File: config.mk
export PLATFORM = sky130hd
export DESIGN_NAME = tlv_security_policy_parser
export DESIGN_NICKNAME = d
export VERILOG_FILES = /design/src/hw/rtl/tlvsp_pkg.sv /design/src/hw/rtl/tlv_security_policy_parser.sv
export SDC_FILE = /design/constraint.sdc
export NUM_CORES = 1
export LEC_CHECK = 0
export BUFFER_PORTS_ARGS = -buffer_cell sky130_fd_sc_hd__buf_2
export CAP_MARGIN = 20
export CORE_MARGIN = 1
export CORE_UTILIZATION = 45
export CTS_BUF_LIST = sky130_fd_sc_hd__clkbuf_8 sky130_fd_sc_hd__clkbuf_16
export DETAILED_ROUTE_END_ITERATION = 8
export PLACE_DENSITY = 0.71
export SLEW_MARGIN = 5
export SYNTH_ARGS = -nofsm -noshare
export SYNTH_HDL_FRONTEND = slang
export SYNTH_SLANG_ARGS = --single-unit
File: constraint.sdc
create_clock -name clk -period 10.5 [get_ports clk]
set_input_delay 0 -clock clk [delete_from_list [all_inputs] [get_ports clk]]
set_output_delay 0 -clock clk [all_outputs]
set_load 0.01 [all_outputs]
File: src/hw/rtl/tlvsp_pkg.sv
// Package for the TLV security policy parser.
// Holds the header and record geometry, status codes and register indexes.
// No dependencies.
package tlvsp_pkg;

  localparam int HEADER_BYTES = 8;
  localparam int HDR_CNT_W    = $clog2(HEADER_BYTES);
  localparam int POLICY_LEN   = 8;
  localparam int PIDX_W       = $clog2(POLICY_LEN) + 1;
  localparam int MAGIC_BYTES  = 4;
  localparam int VERSION_POS  = 4;

  localparam logic [2:0] ST_OK        = 3'd0;
  localparam logic [2:0] ST_BAD_VER   = 3'd1;
  localparam logic [2:0] ST_OOB       = 3'd2;
  localparam logic [2:0] ST_BAD_LEN   = 3'd3;
  localparam logic [2:0] ST_TRAILING  = 3'd4;

  localparam logic [1:0] REG_MAGIC    = 2'd0;
  localparam logic [1:0] REG_VERSION  = 2'd1;
  localparam logic [1:0] REG_TAG      = 2'd2;

endpackage

File: src/hw/rtl/tlv_security_policy_parser.sv
// TLV security policy parser: header check, record walk and policy capture.
// Depends on tlvsp_pkg.
//
// Usage: metadata bytes arrive on the data channel (data_valid/data_ready),
// one request per byte, with last_byte marking the final byte of a blob.
// Each byte updates a small parse state, so one byte is taken every cycle
// while data_ready is high. The byte that carries last_byte produces one
// request on the result channel (result_valid/result_ready) the cycle after
// it is accepted; all other bytes produce nothing. The parse state returns
// to its start values once the last byte is accepted, so the next blob can
// follow in the very next cycle. The result register frees as soon as it is
// taken: while a result waits and result_ready is low, data_ready drops,
// otherwise bytes keep flowing. Configuration writes on cfg_write/cfg_index/
// cfg_data take effect at the next edge and are meant for idle periods only.
// Synchronous reset clears the parse state, empties the result register and
// loads the register defaults: magic 0, version 1, policy tag 1.
module tlv_security_policy_parser
  import tlvsp_pkg::*;
(
  input  logic        clk,
  input  logic        rst,
  input  logic        cfg_write,
  input  logic [1:0]  cfg_index,
  input  logic [31:0] cfg_data,
  input  logic        data_valid,
  output logic        data_ready,
  input  logic [7:0]  data_byte,
  input  logic        last_byte,
  output logic        result_valid,
  input  logic        result_ready,
  output logic [2:0]  status,
  output logic        policy_present,
  output logic [7:0]  policy_version,
  output logic [7:0]  policy_mode,
  output logic [15:0] policy_stack_limit,
  output logic [31:0] policy_jump_limit
);

  localparam logic [2:0] PH_HEADER  = 3'd0;
  localparam logic [2:0] PH_RECHDR  = 3'd1;
  localparam logic [2:0] PH_PAYLOAD = 3'd2;
  localparam logic [2:0] PH_SKIP    = 3'd3;
  localparam logic [2:0] PH_DONE    = 3'd4;

  logic [31:0] magic_word;
  logic [7:0]  expected_version;
  logic [7:0]  policy_tag;

  logic [2:0]           phase, phase_next;
  logic [HDR_CNT_W-1:0] header_count, header_count_next;
  logic                 magic_matched, magic_matched_next;
  logic                 version_bad, version_bad_next;
  logic [1:0]           rec_hdr_count, rec_hdr_count_next;
  logic                 record_is_policy, record_is_policy_next;
  logic [7:0]           length_low_hold, length_low_hold_next;
  logic [15:0]          record_length, record_length_next;
  logic [15:0]          payload_remaining, payload_remaining_next;
  logic [PIDX_W-1:0]    payload_index, payload_index_next;
  logic [2:0]           error_latched, error_latched_next;
  logic                 found_flag, found_flag_next;
  logic [63:0]          stored_policy, stored_policy_next;
  logic [63:0]          candidate_policy, candidate_policy_next;

  logic        do_finish;
  logic        accept;
  logic [2:0]  res_status;
  logic        res_present;

  assign data_ready = !result_valid || result_ready;
  assign accept     = data_valid && data_ready;

  always_comb begin
    phase_next             = phase;
    header_count_next      = header_count;
    magic_matched_next     = magic_matched;
    version_bad_next       = version_bad;
    rec_hdr_count_next     = rec_hdr_count;
    record_is_policy_next  = record_is_policy;
    length_low_hold_next   = length_low_hold;
    record_length_next     = record_length;
    payload_remaining_next = payload_remaining;
    payload_index_next     = payload_index;
    error_latched_next     = error_latched;
    found_flag_next        = found_flag;
    stored_policy_next     = stored_policy;
    candidate_policy_next  = candidate_policy;
    do_finish              = 1'b0;

    case (phase)
      PH_HEADER: begin
        if (header_count < HDR_CNT_W'(MAGIC_BYTES) &&
            data_byte != magic_word[{header_count[1:0], 3'b000} +: 8]) begin
          magic_matched_next = 1'b0;
        end
        if (header_count == HDR_CNT_W'(VERSION_POS) && data_byte != expected_version) begin
          version_bad_next = 1'b1;
        end
        if (header_count >= HDR_CNT_W'(HEADER_BYTES - 1)) begin
          if (!magic_matched_next) begin
            phase_next = PH_SKIP;
          end else if (version_bad_next) begin
            error_latched_next = ST_BAD_VER;
            phase_next         = PH_DONE;
          end else begin
            phase_next         = PH_RECHDR;
            rec_hdr_count_next = 2'd0;
          end
        end else begin
          header_count_next = header_count + HDR_CNT_W'(1);
        end
      end
      PH_RECHDR: begin
        case (rec_hdr_count)
          2'd0: begin
            record_is_policy_next = (data_byte == policy_tag);
            candidate_policy_next = '0;
            rec_hdr_count_next    = 2'd1;
          end
          2'd1: begin
            length_low_hold_next = data_byte;
            rec_hdr_count_next   = 2'd2;
          end
          default: begin
            record_length_next     = {data_byte, length_low_hold};
            payload_remaining_next = {data_byte, length_low_hold};
            payload_index_next     = '0;
            rec_hdr_count_next     = 2'd0;
            if ({data_byte, length_low_hold} == 16'd0) begin
              do_finish = 1'b1;
            end else begin
              phase_next = PH_PAYLOAD;
            end
          end
        endcase
      end
      PH_PAYLOAD: begin
        if (record_is_policy && payload_index < PIDX_W'(POLICY_LEN)) begin
          for (int i = 0; i < POLICY_LEN; i++) begin
            if (payload_index[PIDX_W-2:0] == (PIDX_W-1)'(i)) begin
              candidate_policy_next[8*i +: 8] = candidate_policy[8*i +: 8] | data_byte;
            end
          end
        end
        if (payload_index < PIDX_W'(POLICY_LEN)) begin
          payload_index_next = payload_index + PIDX_W'(1);
        end
        payload_remaining_next = payload_remaining - 16'd1;
        if (payload_remaining == 16'd1) begin
          do_finish = 1'b1;
        end
      end
      default: begin
      end
    endcase

    if (do_finish) begin
      phase_next = PH_RECHDR;
      if (record_is_policy_next) begin
        if (record_length_next != 16'(POLICY_LEN)) begin
          error_latched_next = ST_BAD_LEN;
          phase_next         = PH_DONE;
        end else begin
          stored_policy_next = candidate_policy_next;
          found_flag_next    = 1'b1;
        end
      end
    end

    case (phase_next)
      PH_DONE:    res_status = error_latched_next;
      PH_PAYLOAD: res_status = ST_OOB;
      PH_RECHDR:  res_status = (rec_hdr_count_next != 2'd0) ? ST_TRAILING : ST_OK;
      default:    res_status = ST_OK;
    endcase
    res_present = (phase_next == PH_RECHDR) && (res_status == ST_OK) && found_flag_next;
  end

  always_ff @(posedge clk) begin
    if (rst) begin
      magic_word       <= '0;
      expected_version <= 8'd1;
      policy_tag       <= 8'd1;
    end else if (cfg_write) begin
      case (cfg_index)
        REG_MAGIC:   magic_word       <= cfg_data;
        REG_VERSION: expected_version <= cfg_data[7:0];
        REG_TAG:     policy_tag       <= cfg_data[7:0];
        default: begin
        end
      endcase
    end
  end

  always_ff @(posedge clk) begin
    if (rst || (accept && last_byte)) begin
      phase             <= PH_HEADER;
      header_count      <= '0;
      magic_matched     <= 1'b1;
      version_bad       <= 1'b0;
      rec_hdr_count     <= 2'd0;
      record_is_policy  <= 1'b0;
      length_low_hold   <= '0;
      record_length     <= '0;
      payload_remaining <= '0;
      payload_index     <= '0;
      error_latched     <= ST_OK;
      found_flag        <= 1'b0;
      stored_policy     <= '0;
      candidate_policy  <= '0;
    end else if (accept) begin
      phase             <= phase_next;
      header_count      <= header_count_next;
      magic_matched     <= magic_matched_next;
      version_bad       <= version_bad_next;
      rec_hdr_count     <= rec_hdr_count_next;
      record_is_policy  <= record_is_policy_next;
      length_low_hold   <= length_low_hold_next;
      record_length     <= record_length_next;
      payload_remaining <= payload_remaining_next;
      payload_index     <= payload_index_next;
      error_latched     <= error_latched_next;
      found_flag        <= found_flag_next;
      stored_policy     <= stored_policy_next;
      candidate_policy  <= candidate_policy_next;
    end
  end

  always_ff @(posedge clk) begin
    if (rst) begin
      result_valid <= 1'b0;
    end else if (accept && last_byte) begin
      result_valid <= 1'b1;
    end else if (result_ready) begin
      result_valid <= 1'b0;
    end
  end

  always_ff @(posedge clk) begin
    if (accept && last_byte) begin
      status             <= res_status;
      policy_present     <= res_present;
      policy_version     <= res_present ? stored_policy_next[7:0]   : 8'd0;
      policy_mode        <= res_present ? stored_policy_next[15:8]  : 8'd0;
      policy_stack_limit <= res_present ? stored_policy_next[31:16] : 16'd0;
      policy_jump_limit  <= res_present ? stored_policy_next[63:32] : 32'd0;
    end
  end

  a_present_ok: assert property (@(posedge clk) disable iff (rst)
    result_valid && policy_present |-> status == ST_OK)
    else $error("policy reported with a nonzero status");

  a_absent_zero: assert property (@(posedge clk) disable iff (rst)
    result_valid && !policy_present |->
      policy_version == 8'd0 && policy_mode == 8'd0 &&
      policy_stack_limit == 16'd0 && policy_jump_limit == 32'd0)
    else $error("policy fields not cleared when no policy is present");

  a_status_range: assert property (@(posedge clk) disable iff (rst)
    result_valid |-> status <= ST_TRAILING)
    else $error("status code out of range");

  a_stall_blocks: assert property (@(posedge clk) disable iff (rst)
    result_valid && !result_ready |-> !data_ready)
    else $error("byte taken while an untaken result is held");

  a_blob_restart: assert property (@(posedge clk) disable iff (rst)
    accept && last_byte |=> phase == PH_HEADER && header_count == '0 && !found_flag)
    else $error("parse state not restarted after the last byte");

endmodule
# Word-level counts from Yosys, hierarchy flattened
# Index checks and enable logic that the tools add are counted.
# W data, S select, Z words.
# totals
regBits,304
input_bits,48
output_inout_bits,70
wordCells,150
# op_classes
add_sub_neg,3
magnitude_cmp,3
n_eq_ne,23
n_shift,1
mux,59
n_bitwise,9
n_reduce_logical,28
# ops
op,n
$mux W64,5
$pmux W64 S2,1
$mux W8,8
$or A8 B8 Y8,8
$mux W16,3
$mux W3,16
$pmux W16 S2,1
$shiftx A32 B6 Y8,1
$eq A3 B3 Y1 const B,6
$eq A16 B1 Y1 const B,1
$logic_not A16 Y1,1
$ne A16 B4 Y1 const B,1
$ne A8 B8 Y1,2
$sub A16 B1 Y16 const B,1
$mux W1,14
$eq A3 B2 Y1 const B,4
$eq A3 B1 Y1 const B,3
$logic_not A3 Y1,3
$pmux W3 S3,1
$reduce_and A3 Y1,3
$eq A8 B8 Y1,1
$mux W4,2
$pmux W2 S2,2
$pmux W4 S2,1
other kinds (20),37

# Longest topological paths before layout
# Gate-level depths: netlist (run 1).
# depth
word_depth,15
depth_mapped,11
depth_no_buf,9

# Worst setup path after synthesis (run 1)
# OpenSTA, ideal clock, no wires.
# synth_timing
kind,flip-flop to flip-flop
from,register result_valid
to,register header_count[0]
setup_time_ns,0.128
arrival_ns,3.460
t_required_ns,10.372
slack_ns,6.912
path_stages_with_launch,11
n_path_buf,4
period_less_slack_ns,3.588
cell_sequence,dfxtp_1 > nand2b_1 > and2_1 > clkbuf_1 > nand2_1 > inv_1 > or2_2 > clkbuf_1 > clkbuf_1 > clkbuf_1 > nor2_1
# synth_between
elab_chain_len,5
word_cells_on_any_way,6
classes_between,reduce/logical (6)
# synth_rtl
item,line,rtl
from (decl),tlv_security_policy_parser.sv:29,"output logic result_valid,"
from (signal assigned),tlv_security_policy_parser.sv:230,result_valid <= 1'b0;
from (signal assigned),tlv_security_policy_parser.sv:232,result_valid <= 1'b1;
from (signal assigned),tlv_security_policy_parser.sv:234,result_valid <= 1'b0;
$logic_not A1 Y1 *,tlv_security_policy_parser.sv:69,assign data_ready = !result_valid || result_ready;
$logic_or A1 B1 Y1 *,tlv_security_policy_parser.sv:69,
via data_ready,tlv_security_policy_parser.sv:26,"output logic data_ready,"
$logic_and A1 B1 Y1 *,tlv_security_policy_parser.sv:70,assign accept = data_valid && data_ready;
$logic_and A1 B1 Y1,tlv_security_policy_parser.sv:195,if (rst || (accept && last_byte)) begin
$logic_or A1 B1 Y1,tlv_security_policy_parser.sv:195,
to (signal assigned),tlv_security_policy_parser.sv:212,header_count <= header_count_next;
to (decl),tlv_security_policy_parser.sv:50,"logic [HDR_CNT_W-1:0] header_count, header_count_next;"
# The timed path passes the listed nets; every way through them passes the cells marked *.
# A chain may end at the register's enable or synchronous reset.

# Worst setup path after layout (run 1)
# layout_timing
from,register header_count[0]
to,register policy_jump_limit[10] (data pin)
# layout_between
elab_chain_len,15
word_cells_on_any_way,36
classes_between,order compare (2); eq/ne (5); shift (1); mux (22); reduce/logical (6)
# layout_rtl
item,line,rtl
branches (longest 13 deep; another with $shiftx A32 B6 Y8),-,
$logic_and A1 B1 Y1 * (2 in a row),tlv_security_policy_parser.sv:175,res_present = (phase_next == PH_RECHDR) && (res_status == ST_OK) && found_flag_next;
to (signal assigned),tlv_security_policy_parser.sv:245,policy_jump_limit <= res_present ? stored_policy_next[63:32] : 32'd0;
to (decl),tlv_security_policy_parser.sv:36,output logic [31:0] policy_jump_limit
# Mark *: on every way between the ends. The select of a mux whose other input is x is not followed.

==> reports/results.ini, run 1 <==
[final_layout]
regArea_um2=6770
final_layout_size_suffix_gt1_share_pct=15.5
nets=1736
area_growth_syn_to_layout_pct=15.3
utilization_pct=53.4
multi_input_comb_area_um2=6460
fill_cells=2690
num_antenna_cells=0

[synthesis]
ys_top_cells_by_area=dfxtp_1 34%, edfxtp_1 15%, nand2_1 10%
yosys_warnings=0
synth_cells=1602
synth_edf_count=68
syn_area_per_cell_um2=8.66
synth_area_um2=13900
async_flop_share_pct=0
yosys.area.top_type=dfxtp_1
ys_types=70
synth.top_cell.area_share_pct=34.1
ys_seq_area_share_pct=48.8
synth-main-ff-cell=dfxtp_1
yosysMostFrequentCell=nand2_1
ys_ff_latch=304
synth_nets=1661
netlist_top_cells_count=379 x nand2_1, 272 x a21oi_1, 236 x dfxtp_1, 129 x nor2_1, 86 x mux2i_1

[worst_setup_path]
cp.required_ps=10770
rr_startpoint=header_count[0]
cp_cell_sequence=mux4_2, xor2_1, nor4_1, a41o_2, a41oi_2, o211ai_4, buf_4, nor3_1
rr_endpoint=policy_jump_limit[10]
cp_max_fo=64
critPathLaunchType=register
r2r_cells=8
cp_slowest_cell=dfxtp_1
ff2ff_setup_slack_ps=6670
crit_path_end_kind=register
cpPeakStageDelay_ps=750
cp.arrival_ps=4100
path_class=register to register

[drt]
wirelength_um=32600
routedWlPerCell_um=15.6
drc=0
ant_nets=0
viasPerCell=5.45
dr.pass1.iters=5
vias=11400
drt_iter0_markers=933

[global_route]
antenna_found_initial=0
overflow=0
grt_first_pass_wirelength_um=53100
grt_usage_pct=20.6
grt_pass1_vias=10500
grt_max_degree=76

[floorplanning]
core_area_um2=30000
start_util_pct=46.3
ios=118
die_x_um=178
die_y_um=178
num_rows=63
dieArea_um2=31500

[cts]
clkLatencyLatePin_ps=570
h-tree-depth=1
post-cts-setup-buffer-count=0
cts_buffer_depth=3
cts.hold.buffers_added=43
tritoncts=built
cts_sinks=304
cts.clk_slew.worst_paths_ps=60
cts-root-buf=clkbuf_16
numCtsBuffers=31
ctsResizeCount=0

[sta]
setup_slack_ps=6670
worst_hold_slack_ps=16.5
period_minus_slack_ps=3830
hold_viol=0
maxSlewHeadroom_pct=33.8
fin_skew_ps=14.0
setup_viol=0
tightest_slew_ps=994
max_freq_mhz=261
grt_setup_unrepaired=false
fin_crit_sh_pct=36.5
final.setup.tns_ps=0
slew_viol_final=0

[min_path]
min_to=magic_word[7]
worstHoldStart=cfg_index[0]
holdPathStages=5
hp-class=input pin to register

[power_and_ir_drop]
power.density_nw_per_um2=152
p_total_uw=2440
leakage_uw=0.00542
vdd_drop_max_uv=115

[placed_design]
dp_slack_ps=6340
hpwlAfterDp_um=20000
io_buffers=117
gp_congestion=0.881

[job]
maxCapViolations=0

[outcome]
status=finished, final reports clean

==> flip-flops by register name (all words and copies together), names as in the netlist <==
register and flops:
record_length 16, candidate_policy 64, magic_matched 1, status 3, version_bad 1, payload_remaining 16, policy_stack_limit 16, result_valid 1
stored_policy 64, found_flag 1, length_low_hold 8, policy_present 1, magic_word 32, header_count 3, expected_version 8, policy_version 8
record_is_policy 1, policy_mode 8, phase 3, error_latched 3, policy_jump_limit 32, payload_index 4, policy_tag 8, rec_hdr_count 2
==> stage by stage <==
| stage | area [um2] | instances |
|---|---|---|
| 4_1_cts | 16000 | 2089 |
| 2_1_floorplan | 13900 | 1602 |
| 3_3_place_gp | 14500 | 1989 |
| 6_report | 16000 | 2090 |
| 3_5_place_dp | 14500 | 1990 |
| 5_1_grt | 16000 | 2090 |
==> routing by layer <==
metal | GRT usage [%] | part of all wire [%] | up-vias
met1 | 27.2 | 44 | 5356
met4 | 6.70 | 2.9 | 0
met2 | 34.6 | 48 | 342
met5 | 0 | 0 | -
met3 | 2.70 | 5.3 | 72
li1 | - | - | 5629
==> layout make-up <==
class / instances / area share (%)
timing repair buffer: 179 / 7.50
clock buffer: 37 / 5.51
multi-input combinational: 1149 / 40.4
clock inverter: 19 / 0.923
sequential: 304 / 42.3
inverter: 12 / 0.282
tap: 390 / 3.05
==> report_power, final <==
group | switching, uW | leakage (uW) | internal (uW)
combinational | 78.1 | 0.00237 | 46.4
clock | 448 | 0.000549 | 641
sequential | 9.74 | 0.00250 | 1210
total | 536 | 0.00542 | 1900
==> kinds of logic after synthesis <==
| group | Yosys count | share of synthesized area [%] |
|---|---|---|
| and+or+nand+nor | 671 | 22.2 |
| xor gates and xnor gates | 25 | 1.58 |
| AOI/OAI and AO/OA | 348 | 13.9 |
| adders and majority gates | 11 | 0.992 |
| buffers and inverters | 149 | 5.09 |
| DFF | 304 | 48.8 |
| muxes | 94 | 7.50 |
==> placed cells by master (no fill, tap or decap), types with 7 or more instances in the layout <==
cell           instances
buf_2                117
nand2_1              377
inv_1                 23
a21oi_1              272
edfxtp_1              68
nor4_1                11
nand3_1               24
nor3_1                28
xor2_1                14
nor3_2                49
ha_1                  11
o21ai_0               25
nand4_1                7
nor2_1               128
clkbuf_16             33
mux4_2                 8
mux2i_1               86
xnor2_1               11
buf_4                 17
dfxtp_1              236
and2_1                11
dlygate4sd3_1         43
==> worst max-delay path by stage <==
stage / slack (ps) / end / start / depth (start not counted)
floorplan: 6910 / header_count[0] / result_valid / 10
global placement: 6410 / payload_index[2] / result_valid / 10
detailed placement: 6340 / stored_policy[14] / phase[0] / 8
CTS: 6350 / stored_policy[14] / phase[0] / 8
global route: 6440 / policy_jump_limit[10] / header_count[0] / 8
finish: 6670 / policy_jump_limit[10] / header_count[0] / 8
==> critical path: cells and delay by family (launching register included) <==
family / cells / cell delay, ps
DFF: 1 / 750
buffers and inverters: 1 / 710
and+or+nand+nor: 2 / 560
muxes: 1 / 600
AOI/OAI and AO/OA: 3 / 680
xor gates and xnor gates: 1 / 160
(Power assumes the default switching activity.)
==> run 2, diff against run 1 <==
clock period = 3.75 ns   (was 10.5 ns; I/O delays follow)
==> run 2 against run 1 <==
  * Design area up 0.74%
  * Clock power increased to 2.7 times the previous value
  * Critical path depth unchanged
  * Core utilization rose by 0.40 points
  * Sequential share of layout area fell by 0.31 points
  * Highest routed layer unchanged
  * Clock-buffer cell count is 2 lower
  * Setup slack got worse by 6200 ps
  * Via count rose by 0.39%
  * Routed wire length grew 4.2%
  * Fmax grew 16%
  * Hold slack gained 35 ps
  * Largest cell class unchanged
==> reports/results.ini, run 2 (synthesized netlist as in run 1, its figures left out) <==
[floorplanning]
die_y_um=178  ; unchanged
dieArea_um2=31500  ; unchanged
start_util_pct=46.3  ; unchanged
core_area_um2=30000  ; unchanged
ios=118  ; unchanged
die_x_um=178  ; unchanged
num_rows=63  ; unchanged

[drt]
m1WireLength_um=15100  ; +5.6%
dr.pass1.iters=5  ; unchanged
wl_met3_um=1820  ; +6.5%
drc=0  ; unchanged
routedWlPerCell_um=16.2  ; +3.6%
wirelength_um=34000  ; +4.2%
top_layer_used=met4
ant_nets=0  ; unchanged
viasPerCell=5.44  ; -0.18%
drt_iter0_markers=1015  ; +8.8%
vias=11400  ; +0.39%
wl_met2_um=16100  ; +3.0%

[cts]
cts-root-buf=clkbuf_16
tritoncts=built
cts_buffer_depth=3  ; unchanged
cts.clk_slew.worst_paths_ps=60  ; about the same
post-cts-setup-buffer-count=0  ; unchanged
numCtsBuffers=31  ; unchanged
cts_sinks=304  ; unchanged
clkLatencyLatePin_ps=550  ; -20 ps
cts.hold.buffers_added=50  ; +16%
h-tree-depth=1  ; unchanged
ctsResizeCount=0  ; unchanged

[min_path]
hp-class=input pin to register

[job]
maxCapViolations=0  ; unchanged

[global_route]
overflow=0  ; unchanged
grt_pass1_vias=10900  ; +4.1%
grt_first_pass_wirelength_um=55300  ; +4.2%
grt_usage_pct=21.6  ; +1.0 points
grt_max_degree=81  ; +6.6%
antenna_found_initial=0  ; unchanged

[sta]
period_minus_slack_ps=3300  ; -532 ps
fin_skew_ps=7.61  ; -6.37 ps
final.setup.tns_ps=0  ; unchanged
hold_viol=0  ; unchanged
slew_viol_final=0  ; unchanged
worst_hold_slack_ps=51.8  ; +35.3 ps
setup_viol=0  ; unchanged
grt_setup_unrepaired=false
maxSlewHeadroom_pct=35.0  ; +1.2 points
max_freq_mhz=303  ; +16%
tightest_slew_ps=976  ; -18.1 ps
fin_crit_sh_pct=87.9  ; +51 points

[final_layout]
final_layout_size_suffix_gt1_share_pct=15.9  ; +0.42 points
area_growth_syn_to_layout_pct=16.1
top_regs=candidate_policy x64, stored_policy x64
layout_commonest_cell=nand2_1
num_antenna_cells=0  ; unchanged
nets=1747  ; +0.63%
final_cell_mix=377 x nand2_1, 272 x a21oi_1, 236 x dfxtp_1
utilization_pct=53.8  ; +0.40 points

[placed_design]
io_buffers=117  ; unchanged
gp_congestion=0.883  ; +0.24%
hpwlAfterDp_um=20400  ; +1.8%

[worst_setup_path]
critPathLaunchType=register
cp.required_ps=4030  ; -6740 ps
path_class=register to register
cp.arrival_ps=3570  ; -530 ps
cp_max_fo=66  ; +3.1%
crit_path_end_kind=register

[power_and_ir_drop]
power.density_nw_per_um2=416  ; +170%
leakage_uw=0.00544  ; +0.25%
vdd_drop_max_uv=320  ; +180%

[outcome]
status=finished, final reports clean

## run 2: final timing paths
check,startpoint,to,slack (ps),cells past startpoint
setup / recovery,header_count[0],policy_jump_limit[3],450,8
hold / removal,cfg_index[0],magic_word[24],50,5
setup reg to reg,header_count[0],policy_jump_limit[3],450,8
hold reg to reg,error_latched[2],error_latched[2],440,2
## run 2: layer usage
layer | up-vias | global-route usage, %
li1 | 5654 | -
met1 | 5395 | 28.0
met2 | 329 | 37.1
met3 | 66 | 2.89
met4 | 0 | 6.94
met5 | - | 0
## run 2: report_power, final
part / leakage (uW) / switching (uW) / internal (uW) / total [uW]
clock network: 0.000504 / 1280 / 1650 / 2930
logic: 0.00243 / 222 / 133 / 355
registers: 0.00250 / 29.4 / 3400 / 3430
## run 2: area by class of cell
class	instances	area, um2
multi-input combinational	1149	6460
fill	2667	13800
clock inverter	22	144
sequential	304	6770
timing repair buffer	190	1370
clock buffer	35	831
tap	390	488
inverter	12	45.0
## run 2: stage by stage
step	worst slack (ps)	power [uW]	instance area, um2	cells
final	452	6710	16100	2102
after global routing	239	6940	16100	2102
after CTS	480	6760	16100	2102
after detailed placement	516	3810	14600	1995
after global placement	619	3810	14600	1995
after floorplan	162	3690	13900	1602
## run 2: worst max-delay path, stage by stage (launching register included)
cell and delay (ps):
dfxtp_1 680, mux4_2 590, xor2_1 160, nor4_1 350
a41o_2 330, a41oi_2 200, o211ai_4 140, buf_12 340
nor3_1 130
